### config.mk
export PLATFORM = sky130hd
export DESIGN_NAME = id_pool_allocator_flat
export DESIGN_NICKNAME = d
export VERILOG_FILES = /design/src/hw/rtl/ipa_pkg.sv /design/src/hw/rtl/ipa_if.sv /design/src/hw/rtl/ipa_ram.sv /design/src/hw/rtl/ipa_ctrl.sv /design/src/hw/rtl/ipa_dpath.sv /design/src/hw/rtl/id_pool_allocator.sv /design/src/flat_wrapper.sv
export SDC_FILE = /design/constraint.sdc
export NUM_CORES = 2
export LEC_CHECK = 0
export BUFFER_PORTS_ARGS = -buffer_cell sky130_fd_sc_hd__buf_2
export CAP_MARGIN = 20
export CORE_MARGIN = 1
export CORE_UTILIZATION = 32
export DETAILED_ROUTE_END_ITERATION = 16
export HOLD_SLACK_MARGIN = 0.15
export PLACE_DENSITY = 0.45
export SETUP_SLACK_MARGIN = 0.5
export SYNTH_ARGS = -nofsm -noshare
export SYNTH_HDL_FRONTEND = slang
export SYNTH_SLANG_ARGS = --single-unit
### constraint.sdc
create_clock -name clk -period 5.4 [get_ports clk]
set_input_delay 0.27 -clock clk [delete_from_list [all_inputs] [get_ports clk]]
set_output_delay 0.27 -clock clk [all_outputs]
set_load 0.03 [all_outputs]
### src/hw/rtl/ipa_pkg.sv
// shared types and constants for the id pool allocator
`timescale 1ns / 1ps

package ipa_pkg;

  localparam int NUM_W          = 32;
  localparam int ST_W           = 2;
  localparam int FREE_SLOTS_DEF = 64;

  localparam logic [NUM_W-1:0] ALL_ONES = {NUM_W{1'b1}};

  localparam logic REQ_ALLOC   = 1'b0;
  localparam logic REQ_RELEASE = 1'b1;

  localparam logic MODE_COUNTER_FIRST = 1'b0;
  localparam logic MODE_TABLE_FIRST   = 1'b1;

  typedef enum logic [ST_W-1:0] {
    ST_OK        = 2'd0,
    ST_EXHAUSTED = 2'd1,
    ST_DOUBLE    = 2'd2,
    ST_FULL      = 2'd3
  } status_t;

  typedef enum logic [1:0] {
    SRC_NONE    = 2'd0,
    SRC_COUNTER = 2'd1,
    SRC_TABLE   = 2'd2,
    SRC_RELEASE = 2'd3
  } src_t;

  typedef struct packed {
    logic clr_write;
    logic in_ready;
    logic scan;
    logic commit;
  } ctl_cmd_t;

  typedef struct packed {
    logic clr_last;
    logic load;
    logic need_scan;
    logic scan_done;
    logic out_free;
  } dp_status_t;

endpackage

### src/hw/rtl/ipa_if.sv
// request, result and configuration channel interfaces
`timescale 1ns / 1ps

interface ipa_req_if;
  logic                      valid;
  logic                      ready;
  logic                      req_type;
  logic [ipa_pkg::NUM_W-1:0] release_value;

  modport source (output valid, output req_type, output release_value, input ready);
  modport sink   (input valid, input req_type, input release_value, output ready);
endinterface

interface ipa_res_if;
  logic                      valid;
  logic                      ready;
  logic [ipa_pkg::NUM_W-1:0] number;
  logic [ipa_pkg::ST_W-1:0]  status;

  modport source (output valid, output number, output status, input ready);
  modport sink   (input valid, input number, input status, output ready);
endinterface

interface ipa_cfg_if;
  logic valid;
  logic ready;
  logic withdrawal_mode;

  modport source (output valid, output withdrawal_mode, input ready);
  modport sink   (input valid, input withdrawal_mode, output ready);
endinterface

### src/hw/rtl/ipa_ram.sv
// generic single write port ram with registered read
`timescale 1ns / 1ps

module ipa_ram #(
  parameter int WIDTH = 8,
  parameter int DEPTH = 16,
  localparam int AW = (DEPTH > 1) ? $clog2(DEPTH) : 1
) (
  input  logic             clk,
  input  logic             we,
  input  logic [AW-1:0]    waddr,
  input  logic [WIDTH-1:0] wdata,
  input  logic [AW-1:0]    raddr,
  output logic [WIDTH-1:0] rdata
);

  logic [WIDTH-1:0] mem [DEPTH];

  always_ff @(posedge clk) begin
    if (we) begin
      mem[waddr] <= wdata;
    end
    rdata <= mem[raddr];
  end

endmodule

### src/hw/rtl/ipa_ctrl.sv
// controller state machine for the id pool allocator
`timescale 1ns / 1ps

module ipa_ctrl (
  input  logic                clk,
  input  logic                rst_n,
  input  ipa_pkg::dp_status_t sts,
  output ipa_pkg::ctl_cmd_t   cmd
);

  typedef enum logic [1:0] {
    S_CLEAR,
    S_IDLE,
    S_SCAN,
    S_FINISH
  } state_t;

  state_t state_r;
  state_t state_nxt;

  always_comb begin
    state_nxt     = state_r;
    cmd           = '0;
    unique case (state_r)
      S_CLEAR: begin
        cmd.clr_write = 1'b1;
        if (sts.clr_last) begin
          state_nxt = S_IDLE;
        end
      end
      S_IDLE: begin
        cmd.in_ready = 1'b1;
        if (sts.load) begin
          state_nxt = sts.need_scan ? S_SCAN : S_FINISH;
        end
      end
      S_SCAN: begin
        cmd.scan = 1'b1;
        if (sts.scan_done) begin
          state_nxt = S_FINISH;
        end
      end
      S_FINISH: begin
        if (sts.out_free) begin
          cmd.commit = 1'b1;
          state_nxt  = S_IDLE;
        end
      end
      default: begin
        state_nxt = S_CLEAR;
      end
    endcase
  end

  always_ff @(posedge clk) begin
    if (!rst_n) begin
      state_r <= S_CLEAR;
    end else begin
      state_r <= state_nxt;
    end
  end

endmodule

### src/hw/rtl/ipa_dpath.sv
// datapath: counter, free table, scan logic and result register
`timescale 1ns / 1ps

module ipa_dpath #(
  parameter int FREE_SLOTS = ipa_pkg::FREE_SLOTS_DEF
) (
  input  logic                      clk,
  input  logic                      rst_n,
  input  ipa_pkg::ctl_cmd_t         cmd,
  output ipa_pkg::dp_status_t       sts,
  input  logic                      in_valid,
  input  logic                      in_req_type,
  input  logic [ipa_pkg::NUM_W-1:0] in_release_value,
  input  logic                      cfg_valid,
  input  logic                      cfg_withdrawal_mode,
  output logic                      out_valid,
  input  logic                      out_ready,
  output logic [ipa_pkg::NUM_W-1:0] out_number,
  output logic [ipa_pkg::ST_W-1:0]  out_status
);

  localparam int NW = ipa_pkg::NUM_W;
  localparam int WW = NW + 1;
  localparam int AW = (FREE_SLOTS > 1) ? $clog2(FREE_SLOTS) : 1;
  localparam int CW = $clog2(FREE_SLOTS + 1);
  localparam logic [CW-1:0] SLOTS_C = CW'(FREE_SLOTS);
  localparam logic [CW-1:0] LAST_C  = CW'(FREE_SLOTS - 1);
  localparam logic [AW-1:0] LAST_A  = AW'(FREE_SLOTS - 1);

  // architectural state
  logic [NW-1:0]      next_unused_r;
  logic               exhausted_r;
  logic [CW-1:0]      count_r;
  logic               mode_r;

  // current request
  logic               req_type_r;
  logic [NW-1:0]      req_value_r;
  ipa_pkg::src_t      src_r;
  ipa_pkg::src_t      src_nxt;

  // scan
  logic [CW-1:0]      idx_r;
  logic               rd_valid_r;
  logic [AW-1:0]      rd_idx_r;
  logic               hit_r;
  logic [AW-1:0]      hit_idx_r;
  logic [NW-1:0]      hit_num_r;
  logic               spot_ok_r;
  logic [AW-1:0]      spot_idx_r;

  // result register
  logic               out_valid_r;
  logic [NW-1:0]      out_number_r;
  ipa_pkg::status_t   out_status_r;

  // ram ports
  logic               ram_we;
  logic [AW-1:0]      ram_waddr;
  logic [WW-1:0]      ram_wdata;
  logic [WW-1:0]      ram_rdata;

  logic               load;
  logic               tbl_avail;
  logic               ctr_avail;
  logic               eval_en;
  logic               slot_valid;
  logic [NW-1:0]      slot_num;
  logic               hit_now;
  logic               idx_in_range;
  logic [NW-1:0]      ctr_inc;
  logic               out_free;

  ipa_ram #(
    .WIDTH (WW),
    .DEPTH (FREE_SLOTS)
  ) u_ram (
    .clk   (clk),
    .we    (ram_we),
    .waddr (ram_waddr),
    .wdata (ram_wdata),
    .raddr (idx_r[AW-1:0]),
    .rdata (ram_rdata)
  );

  assign load         = cmd.in_ready & in_valid;
  assign tbl_avail    = (count_r != '0);
  assign ctr_avail    = ~exhausted_r;
  assign idx_in_range = (idx_r < SLOTS_C);
  assign slot_valid   = ram_rdata[NW];
  assign slot_num     = ram_rdata[NW-1:0];
  assign eval_en      = cmd.scan & rd_valid_r;
  assign ctr_inc      = next_unused_r + NW'(1);
  assign out_free     = ~out_valid_r | out_ready;

  // source selection at accept time
  always_comb begin
    src_nxt = ipa_pkg::SRC_NONE;
    if (in_req_type == ipa_pkg::REQ_RELEASE) begin
      src_nxt = ipa_pkg::SRC_RELEASE;
    end else if (mode_r == ipa_pkg::MODE_COUNTER_FIRST) begin
      if (ctr_avail) begin
        src_nxt = ipa_pkg::SRC_COUNTER;
      end else if (tbl_avail) begin
        src_nxt = ipa_pkg::SRC_TABLE;
      end
    end else begin
      if (tbl_avail) begin
        src_nxt = ipa_pkg::SRC_TABLE;
      end else if (ctr_avail) begin
        src_nxt = ipa_pkg::SRC_COUNTER;
      end
    end
  end

  always_comb begin
    if (req_type_r == ipa_pkg::REQ_RELEASE) begin
      hit_now = eval_en & slot_valid & (slot_num == req_value_r);
    end else begin
      hit_now = eval_en & slot_valid;
    end
  end

  always_comb begin
    sts.clr_last  = (idx_r == LAST_C);
    sts.load      = load;
    sts.need_scan = (src_nxt == ipa_pkg::SRC_TABLE) || (src_nxt == ipa_pkg::SRC_RELEASE);
    sts.scan_done = eval_en & (hit_now | (rd_idx_r == LAST_A));
    sts.out_free  = out_free;
  end

  // table write port
  always_comb begin
    ram_we    = 1'b0;
    ram_waddr = idx_r[AW-1:0];
    ram_wdata = '0;
    if (cmd.clr_write) begin
      ram_we = 1'b1;
    end else if (cmd.commit) begin
      if (src_r == ipa_pkg::SRC_TABLE) begin
        ram_we    = 1'b1;
        ram_waddr = hit_idx_r;
        ram_wdata = {1'b0, hit_num_r};
      end else if ((src_r == ipa_pkg::SRC_RELEASE) && !hit_r && spot_ok_r) begin
        ram_we    = 1'b1;
        ram_waddr = spot_idx_r;
        ram_wdata = {1'b1, req_value_r};
      end
    end
  end

  always_ff @(posedge clk) begin
    if (load) begin
      req_type_r  <= in_req_type;
      req_value_r <= in_release_value;
      src_r       <= src_nxt;
    end
    rd_idx_r <= idx_r[AW-1:0];
    if (hit_now) begin
      hit_idx_r <= rd_idx_r;
      hit_num_r <= slot_num;
    end
    if (eval_en && !slot_valid) begin
      spot_idx_r <= rd_idx_r;
    end
    if (cmd.commit) begin
      unique case (src_r)
        ipa_pkg::SRC_COUNTER: begin
          out_number_r <= next_unused_r;
          out_status_r <= ipa_pkg::ST_OK;
        end
        ipa_pkg::SRC_TABLE: begin
          out_number_r <= hit_num_r;
          out_status_r <= ipa_pkg::ST_OK;
        end
        ipa_pkg::SRC_NONE: begin
          out_number_r <= '0;
          out_status_r <= ipa_pkg::ST_EXHAUSTED;
        end
        ipa_pkg::SRC_RELEASE: begin
          out_number_r <= '0;
          if (hit_r) begin
            out_status_r <= ipa_pkg::ST_DOUBLE;
          end else if (!spot_ok_r) begin
            out_status_r <= ipa_pkg::ST_FULL;
          end else begin
            out_status_r <= ipa_pkg::ST_OK;
          end
        end
      endcase
    end
  end

  always_ff @(posedge clk) begin
    if (!rst_n) begin
      next_unused_r <= '0;
      exhausted_r   <= 1'b0;
      count_r       <= '0;
      mode_r        <= ipa_pkg::MODE_COUNTER_FIRST;
      idx_r         <= '0;
      rd_valid_r    <= 1'b0;
      hit_r         <= 1'b0;
      spot_ok_r     <= 1'b0;
      out_valid_r   <= 1'b0;
    end else begin
      if (cfg_valid) begin
        mode_r <= cfg_withdrawal_mode;
      end
      rd_valid_r <= cmd.scan & idx_in_range;
      if (load) begin
        idx_r     <= '0;
        hit_r     <= 1'b0;
        spot_ok_r <= 1'b0;
      end else if (cmd.clr_write || (cmd.scan && idx_in_range)) begin
        idx_r <= idx_r + CW'(1);
      end
      if (hit_now) begin
        hit_r <= 1'b1;
      end
      if (eval_en && !slot_valid) begin
        spot_ok_r <= 1'b1;
      end
      if (cmd.commit) begin
        out_valid_r <= 1'b1;
        unique case (src_r)
          ipa_pkg::SRC_COUNTER: begin
            next_unused_r <= ctr_inc;
            if (ctr_inc == ipa_pkg::ALL_ONES) begin
              exhausted_r <= 1'b1;
            end
          end
          ipa_pkg::SRC_TABLE: begin
            count_r <= count_r - CW'(1);
          end
          ipa_pkg::SRC_NONE: begin
          end
          ipa_pkg::SRC_RELEASE: begin
            if (!hit_r && spot_ok_r) begin
              count_r <= count_r + CW'(1);
            end
          end
        endcase
      end else if (out_ready) begin
        out_valid_r <= 1'b0;
      end
    end
  end

  assign out_valid  = out_valid_r;
  assign out_number = out_number_r;
  assign out_status = out_status_r;

endmodule

### src/hw/rtl/id_pool_allocator.sv
// top level of the 32-bit id pool allocator
// usage:
//   in_if   request items: req_type 0 allocates a number, 1 releases release_value
//   out_if  one result item per request: number (0 unless an allocate succeeds) and
//           status (0 ok, 1 pool exhausted, 2 already released, 3 free table full)
//   cfg_if  withdrawal_mode, 0 hands out never-used numbers first, 1 released ones
//           first; always ready, write it only while no request is in flight
// request flow:
//   an allocate served by the counter, or one that fails, goes from accept to the
//   finish state and then to the output register; an allocate served by the free
//   table, and a release, first pass through the scan state, which reads the free
//   table one entry per cycle through its single read port until a hit or the last entry
//   one request is in flight at a time; the next is taken once the current result
//   has been written to the output register
// reset:
//   rst_n clears the counter and the mode, then a clearing pass writes every free
//   table entry empty in turn, during which no request is accepted
// stall:
//   a held result stays in the output register; a new request is still accepted,
//   and its result waits in the datapath until the output register frees
`timescale 1ns / 1ps

module id_pool_allocator #(
  parameter int FREE_SLOTS = ipa_pkg::FREE_SLOTS_DEF
) (
  input  logic      clk,
  input  logic      rst_n,
  ipa_req_if.sink   in_if,
  ipa_res_if.source out_if,
  ipa_cfg_if.sink   cfg_if
);

  ipa_pkg::ctl_cmd_t   cmd;
  ipa_pkg::dp_status_t sts;

  ipa_ctrl u_ctrl (
    .clk   (clk),
    .rst_n (rst_n),
    .sts   (sts),
    .cmd   (cmd)
  );

  ipa_dpath #(
    .FREE_SLOTS (FREE_SLOTS)
  ) u_dpath (
    .clk                 (clk),
    .rst_n               (rst_n),
    .cmd                 (cmd),
    .sts                 (sts),
    .in_valid            (in_if.valid),
    .in_req_type         (in_if.req_type),
    .in_release_value    (in_if.release_value),
    .cfg_valid           (cfg_if.valid),
    .cfg_withdrawal_mode (cfg_if.withdrawal_mode),
    .out_valid           (out_if.valid),
    .out_ready           (out_if.ready),
    .out_number          (out_if.number),
    .out_status          (out_if.status)
  );

  assign in_if.ready  = cmd.in_ready;
  assign cfg_if.ready = 1'b1;

endmodule

### src/flat_wrapper.sv
// flat-port wrapper written by rule: the top's interface ports become plain ports
module id_pool_allocator_flat 
#(
  parameter int FREE_SLOTS = ipa_pkg::FREE_SLOTS_DEF
)
  (clk, rst_n, in_if_valid, in_if_req_type, in_if_release_value, in_if_ready, out_if_valid, out_if_number, out_if_status, out_if_ready, cfg_if_valid, cfg_if_withdrawal_mode, cfg_if_ready);
  ipa_req_if in_if_i ();
  ipa_res_if out_if_i ();
  ipa_cfg_if cfg_if_i ();
  input  logic clk;
  input  logic rst_n;
  input wire logic [$bits(in_if_i.valid)-1:0] in_if_valid;
  input wire logic [$bits(in_if_i.req_type)-1:0] in_if_req_type;
  input wire logic [$bits(in_if_i.release_value)-1:0] in_if_release_value;
  output wire logic [$bits(in_if_i.ready)-1:0] in_if_ready;
  output wire logic [$bits(out_if_i.valid)-1:0] out_if_valid;
  output wire logic [$bits(out_if_i.number)-1:0] out_if_number;
  output wire logic [$bits(out_if_i.status)-1:0] out_if_status;
  input wire logic [$bits(out_if_i.ready)-1:0] out_if_ready;
  input wire logic [$bits(cfg_if_i.valid)-1:0] cfg_if_valid;
  input wire logic [$bits(cfg_if_i.withdrawal_mode)-1:0] cfg_if_withdrawal_mode;
  output wire logic [$bits(cfg_if_i.ready)-1:0] cfg_if_ready;
  assign in_if_i.valid = in_if_valid;
  assign in_if_i.req_type = in_if_req_type;
  assign in_if_i.release_value = in_if_release_value;
  assign in_if_ready = in_if_i.ready;
  assign out_if_valid = out_if_i.valid;
  assign out_if_number = out_if_i.number;
  assign out_if_status = out_if_i.status;
  assign out_if_i.ready = out_if_ready;
  assign cfg_if_i.valid = cfg_if_valid;
  assign cfg_if_i.withdrawal_mode = cfg_if_withdrawal_mode;
  assign cfg_if_ready = cfg_if_i.ready;
  id_pool_allocator #(.FREE_SLOTS(FREE_SLOTS)) u_core (.clk(clk), .rst_n(rst_n), .in_if(in_if_i), .out_if(out_if_i), .cfg_if(cfg_if_i));
endmodule
=== Word-level counts from Yosys, hierarchy flattened ===
Memory sizes are Yosys's and may differ from the RTL's. A register that Yosys moved wholly into a read port is not among the register bits.
Cells that the tools add are included.

* Output and inout bits: 37
* Register bits: 173
* ROM bits: 0
* Input bits: 39
* Bits in latches: 0
* Word-level logic and storage cells: 118
* Bits in writable memories: 2112
* Memories: 1

{| class="wikitable"
|+ Memories
! memory !! depth !! bits a word !! rd ports !! clocked after Yosys merged registers in !! wr ports !! line !! source
|-
| u_core.u_dpath.u_ram.mem || 64 || 33 || 1 || 1 || 1 || ipa_ram.sv:17 || <nowiki>logic [WIDTH-1:0] mem [DEPTH];</nowiki>
|}

* Divide/modulo/power cells: 0
* Shift operators: 0
* Order comparisons: 1
* Add/sub/neg operators: 4
* Bitwise gates (word level): 10
* Mux-type cells: 43
* Equal/unequal tests: 17
* Reduce and logical (&&, ||, !) cells: 23
* Multiply operators: 0

{| class="wikitable"
|+ Operators by type and width
! operator !! count
|-
| 33-bit 2-to-1 mux || 4
|-
| 32-bit case mux with 3 select lines || 1
|-
| 32-bit by 1-bit adder with 32-bit output, second input constant || 1
|-
| 32-bit == test || 1
|-
| 32-bit == test, second input constant || 1
|-
| 6-bit 2-to-1 mux || 4
|-
| 2-bit 2-to-1 mux || 11
|-
| 1-bit 2-to-1 mux || 19
|-
| 7-bit by 1-bit adder with 7-bit output, second input constant || 2
|-
| 7-bit case mux with 2 select lines || 1
|-
| 2-bit == test, second input constant || 6
|-
| 2-bit case mux with 4 select lines || 1
|-
| 2-bit nonzero test || 4
|-
| 7-bit by 6-bit == test with 1-bit output, second input constant || 1
|-
| 7-bit less-than comparator, second input constant || 1
|-
| 7-bit 2-to-1 mux || 1
|-
| 7-bit nonzero test || 1
|-
| 7-bit by 1-bit subtractor with 7-bit output, second input constant || 1
|-
| 1-bit AND || 6
|-
| 6-bit == test, second input constant || 1
|-
| 2-bit by 1-bit inequality test with 1-bit output, second input constant || 3
|-
| 2-bit case mux with 3 select lines || 1
|-
| 3-bit AND reduction || 2
|-
| 2-bit OR reduction || 3
|-
| 10 further kinds || 21
|}

=== Logic depth before layout (Yosys ltp) ===
* Depth after elaboration: 10
* Mapped depth: 10
* Mapped depth without buffers: 10

=== Modules after synthesis ===
A second synthesis with hierarchy kept.

* Cells, all modules: 4353
* Area total of the unflattened synthesis: 89114.2 um^2

{| class="wikitable"
|+ Modules (own cells, without submodules)
! module !! cells each !! instances !! area each (um^2)
|-
| ipa_ram || 3598 || 1 || 81192.9
|-
| ipa_dpath || 731 || 1 || 7699.9
|-
| ipa_ctrl || 22 || 1 || 210.2
|-
| id_pool_allocator || 2 || 1 || 11.3
|}

=== Worst setup path after synthesis ===
OpenSTA, ideal clock, no wires.

* Path type: register to register
* Start: register u_core.u_dpath.src_r[0]
* End: memory u_core.u_dpath.u_ram.mem[0][32] in the netlist's numbering (data pin)
* Data required time: 4.720 ns
* Stages on the path, launching flop included: 7
* Path slack: 0.930 ns
* Buffers on the path: 3
* Arrival: 3.789 ns
* Cell sequence: edfxtp_1 > inv_1 > ha_1 > clkbuf_1 > clkbuf_1 > clkbuf_1 > nor3_1

* Cells in the longest elaborated chain, start to end: 7

{| class="wikitable"
|+ RTL lines
! what !! line !! source
|-
| start, declared || ipa_dpath.sv:39 || <nowiki>ipa_pkg::src_t src_r;</nowiki>
|-
| start signal, assigned || ipa_dpath.sv:156 || <nowiki>src_r <= src_nxt;</nowiki>
|-
| 2-bit == test || ipa_dpath.sv:144 || <nowiki>end else if ((src_r == ipa_pkg::SRC_RELEASE) && !hit_r && spot_ok_r) begin</nowiki>
|-
| 1-bit logical AND (2 in a row) || ipa_dpath.sv:144 ||
|-
| 33-bit 2-to-1 mux || ipa_dpath.sv:144 ||
|-
| 33-bit 2-to-1 mux * || ipa_dpath.sv:140 || <nowiki>if (src_r == ipa_pkg::SRC_TABLE) begin</nowiki>
|-
| 33-bit 2-to-1 mux * || ipa_dpath.sv:139 || <nowiki>end else if (cmd.commit) begin</nowiki>
|-
| 33-bit 2-to-1 mux * || ipa_dpath.sv:137 || <nowiki>if (cmd.clr_write) begin</nowiki>
|-
| named net u_core.u_dpath.ram_wdata[32] || ipa_dpath.sv:60 || <nowiki>logic [WW-1:0] ram_wdata;</nowiki>
|-
| end, declared || ipa_ram.sv:17 ||
|}

The timed path passes the listed nets; every way through them passes the cells marked *.

=== Final worst setup path ===
* Start: register u_core.u_dpath.src_r[0]
* End: memory u_core.u_dpath.u_ram.mem[42][10] in the netlist's numbering (enable)

* Cells in the longest elaborated chain, start to end: 9

{| class="wikitable"
|+ RTL lines
! what !! line !! source
|-
| 2-bit == test || ipa_dpath.sv:144 ||
|-
| 1-bit logical AND (2 in a row) || ipa_dpath.sv:144 ||
|-
| 1-bit 2-to-1 mux || ipa_dpath.sv:144 ||
|-
| 1-bit 2-to-1 mux || ipa_dpath.sv:140 ||
|-
| 1-bit 2-to-1 mux || ipa_dpath.sv:139 ||
|-
| 1-bit 2-to-1 mux || ipa_dpath.sv:137 ||
|-
| 1-bit 2-to-1 mux || ipa_ram.sv:20 || <nowiki>if (we) begin</nowiki>
|-
| 1-bit 2-to-1 mux (implied by the code) || ipa_ram.sv:21 || <nowiki>mem[waddr] <= wdata;</nowiki>
|}

Several ways; a longest one is shown, not always the timed one.

==> metrics.md <==
| Metric | Value |
|---|---|
| Status | `complete, no violations` |
| Main combinational cell family by area after synthesis | `multiplexers` |
| Ports | `76` |
| DR DRC count | `0` |
| Bufs on Longest Clock Path | `4` |
| Storage element area | `0.0687 mm²` |
| Worst Hold Class | `in -> reg` |
| Fin area | `0.104 mm²` |
| Peak supply drop | `0.245 mV` |
| RSZ-0062 raised after global routing | `false` |
| Worst-path clk slew | `0.06 ns` |
| Fin. max-slew vios | `0` |
| Hold path startpoint | `in_if_req_type` |
| Mux cell area share after synthesis | `0.176` |
| Share of cells above drive strength 1 | `0.316` |
| Comb pwr share | `0.039` |
| Post-route ant nets | `0` |
| Post-DP HPWL | `150 mm` |
| Max-Cap Viols | `0` |
| Pre-antenna DRT Iters | `5` |
| Worst-path maximum fanout | `21` |
| Row Count | `193` |
| Worst slew pin tran | `1.16 ns` |
| Post-synthesis register bit count | `2318` |
| Final hold vios | `0` |
| Number of global-route vias before repair | `42148` |
| First-pass GRT wire length | `335 mm` |
| Area Growth Syn to Fin | `17.5%` |
| Total grt overflow | `0` |
| Post-synthesis sequential area ratio | `0.773` |
| Dpl ws | `1.12 ns` |
| Ys flop type | `edfxtp_1` |
| Root Driver | `clkbuf_16` |
| Initial antenna violation count | `21` |
| Num CTS Buffers | `270` |
| Net Sw Frac | `0.215` |
| H-Tree Level Count | `5` |
| Fmax | `0.226 GHz` |
| Crit end category | `flip-flop` |
| Drt wl/cell | `29.1 µm` |
| Worst Path Required | `5.88 ns` |
| Reg2reg start | `u_core.u_dpath.src_r[0]$_DFFE_PP_` |
| Util after Layout | `0.378` |
| Total core area | `0.276 mm²` |
| Synth Area in Adders | `0.00262` |
| Fin crit share | `0.819` |
| Total negative slack | `0 ns` |
| Synth async-reset ratio | `0` |
| Number of synthesized flops with an enable pin | `2225` |
| Multi-input logic area | `0.0201 mm²` |
| Clock sinks | `2318` |
| Count of cell types in the netlist | `57` |
| Port Buffers | `74` |
| Internal power | `30.3 mW` |
| Clock power frac | `0.448` |
| CTS tree | `yes` |
| Post-Synth XOR/XNOR Area | `0.00759` |
| Pin count of the biggest net entering global routing | `89` |
| DR vias/cell | `5.01` |
| Worst Skew | `0.0714 ns` |
| Placer congestion estimate | `0.790` |
| Static Leak | `27.1 nW` |
| Compound-Gate Fraction of Synth Area | `0.00832` |
| Total net switching power | `8.28 mW` |
| Number of fill cells in the layout | `24993` |
| Placement Cell Area | `0.0955 mm²` |
| Fin crit period | `4.43 ns` |
| Total power | `38.6 mW` |
| Mapped Area | `0.0889 mm²` |
| Final #Nets | `4301` |
| Post-Syn Nets | `3926` |
| R2r setup slk | `0.97 ns` |
| Crit Path Class | `reg -> reg` |
| CP Launch Point | `u_core.u_dpath.src_r[0]$_DFFE_PP_` |
| YS warnings | `0` |
| PwrDens | `369 mW/mm²` |
| Later-pin clock latency in the skew report | `0.87 ns` |
| Post-route setup slack | `0.975 ns` |
| Die Area | `0.280 mm²` |
| Chip width | `529 µm` |
| Chip Height | `529 µm` |
| Final Setup Violations | `0` |
| Sequential power share | `0.513` |
| Post-Synthesis Cells | `3869` |
| Initial Util | `0.322` |
| CP arrival | `4.91 ns` |
| Max_slew headroom | `0.227` |
| CP startpoint kind | `flip-flop` |
| Initial drt markers | `4133` |
| Routed vias | `40856` |
| Avg Synthesized Cell Area | `23.0 µm²` |
| Total wire length | `237 mm` |
| GR Util All Layers | `0.169` |
| Simple-Gate Fraction of Synth Area | `0.0220` |
[stage by stage]
stage	cells	hold WS, ns
floorplan	3869	0.329
global placement	7613	0.435
detailed placement	7615	0.446
CTS	8145	0.175
global route	8148	0.236
finish	8151	0.267
[registers in the layout (all words and copies together) (netlist names)]
signal / cells
u_core.u_ctrl.state_r: 2
u_core.u_dpath.count_r: 7
u_core.u_dpath.exhausted_r: 1
u_core.u_dpath.hit_idx_r: 6
u_core.u_dpath.hit_num_r: 32
u_core.u_dpath.hit_r: 1
u_core.u_dpath.idx_r: 7
u_core.u_dpath.mode_r: 1
u_core.u_dpath.next_unused_r: 32
u_core.u_dpath.out_number: 32
u_core.u_dpath.out_status: 2
u_core.u_dpath.out_valid: 1
u_core.u_dpath.rd_idx_r: 6
u_core.u_dpath.rd_valid_r: 1
u_core.u_dpath.req_type_r: 1
u_core.u_dpath.req_value_r: 32
u_core.u_dpath.spot_idx_r: 6
u_core.u_dpath.spot_ok_r: 1
u_core.u_dpath.src_r: 2
u_core.u_dpath.u_ram.mem: 2112
u_core.u_dpath.u_ram.rdata: 33
[logic make-up (layout without fill, tap and decap cells)]
family / after synthesis / in the layout
simple gates: 407 / 407
xor+xnor: 77 / 77
compound gates: 131 / 131
other cells: 1 / 5
buf+inv: 219 / 792
fa+ha+maj: 18 / 18
mux: 698 / 698
flops: 2318 / 2318
[power by group through the flow]
stage	registers, mW	logic, mW	clock network, mW
finish	19.8	1.49	17.3
global route	19.8	1.58	18.4
CTS	19.8	1.54	17.7
detailed placement	20.2	1.50	0
global placement	20.2	1.51	0
floorplan	20.0	0.973	0
[path summary, 6_finish.rpt]
path,cells after the start,to
max reg2reg,9,u_core.u_dpath.u_ram.mem[42][10]$_DFFE_PP_
max,9,u_core.u_dpath.u_ram.mem[42][10]$_DFFE_PP_
min,2,u_core.u_dpath.req_type_r$_DFFE_PP_
min reg2reg,0,u_core.u_dpath.hit_num_r[6]$_DFFE_PP_
[final cells by class]
| type | instances | share of cell area |
|---|---|---|
| antenna | 4 | 0.0000959 |
| clock buffer | 355 | 0.0698 |
| timing repair buffer | 300 | 0.0250 |
| multi-input combinational | 1332 | 0.193 |
| sequential | 2318 | 0.658 |
| tap | 3705 | 0.0444 |
| clock inverter | 115 | 0.00908 |
| inverter | 22 | 0.000791 |
[synth_stat cells (5+ instances only)]
cell	number	share of area
nand2_1	156	0.0066
edfxtp_1	2225	0.75
xor2_1	15	0.0015
nor3_1	12	0.00068
mux2i_1	5	0.00056
buf_1	33	0.0014
or3_1	8	0.00056
buf_2	34	0.0019
nor2_1	91	0.0038
buf_4	11	0.00093
nand3b_1	7	0.00059
and3_1	7	0.00049
ha_1	17	0.0024
inv_1	22	0.00093
mux4_2	693	0.18
nand3_1	25	0.0014
nor2b_1	13	0.00092
dfxtp_1	93	0.021
clkbuf_1	113	0.0048
nand4_1	30	0.0021
nand2b_1	6	0.00042
o21ai_0	47	0.0026
nor4_1	8	0.00056
a21oi_1	52	0.0029
and2_1	32	0.0023
xnor2_1	62	0.0061
[placed cells by master (no fill, tap or decap), types with 5 or more instances in the layout]
cell,synthesis,final
nor2_4,0,64
inv_6,0,11
nor3_1,12,11
and2_1,32,32
dfxtp_1,93,87
mux2i_1,5,5
clkbuf_16,0,275
nor4_1,8,8
or3_1,8,7
nor2_1,91,26
nor2b_1,13,13
and3_1,7,7
clkinv_2,0,35
ha_1,17,15
dfxtp_4,0,5
clkinv_1,0,47
mux4_2,693,693
nand3b_1,7,7
nand4_1,30,30
clkbuf_1,113,69
nand3_1,25,25
nand2_1,156,156
o21ai_0,47,47
buf_4,11,135
bufinv_16,0,11
inv_1,22,21
dlygate4sd3_1,0,60
a21oi_4,0,33
edfxtp_1,2225,2225
a21oi_1,52,19
xor2_1,15,15
buf_2,34,74
xnor2_1,62,62
nand2b_1,6,6
clkbuf_8,0,11
buf_12,0,31
[worst max-delay path: stages, from the launching register on]
cell and delay (ns):
edfxtp_1 0.41, ha_1 0.37, and3b_1 0.54, nor2_1 0.10, nor2_1 0.21, a2bb2oi_1 0.43, and3_1 0.30, nand3_1 0.65
nor2_4 0.63, buf_4 0.40
[routing by layer]
layer,wire (µm),up-vias,track usage,part of all wire
met2,110000,1052,0.261,0.46
met4,4460,0,0.0375,0.019
met1,110000,22409,0.252,0.46
met5,0,-,0,0
li1,-,17116,-,-
met3,12600,279,0.0260,0.053
[timing repair]
action | CTS | global route
hold endpoints to repair | 82 | 0
resized for setup | 0 | 0
hold buffers | 60 | 0
buffers inserted | 0 | 0
Power figures use the tool's default switching activity.
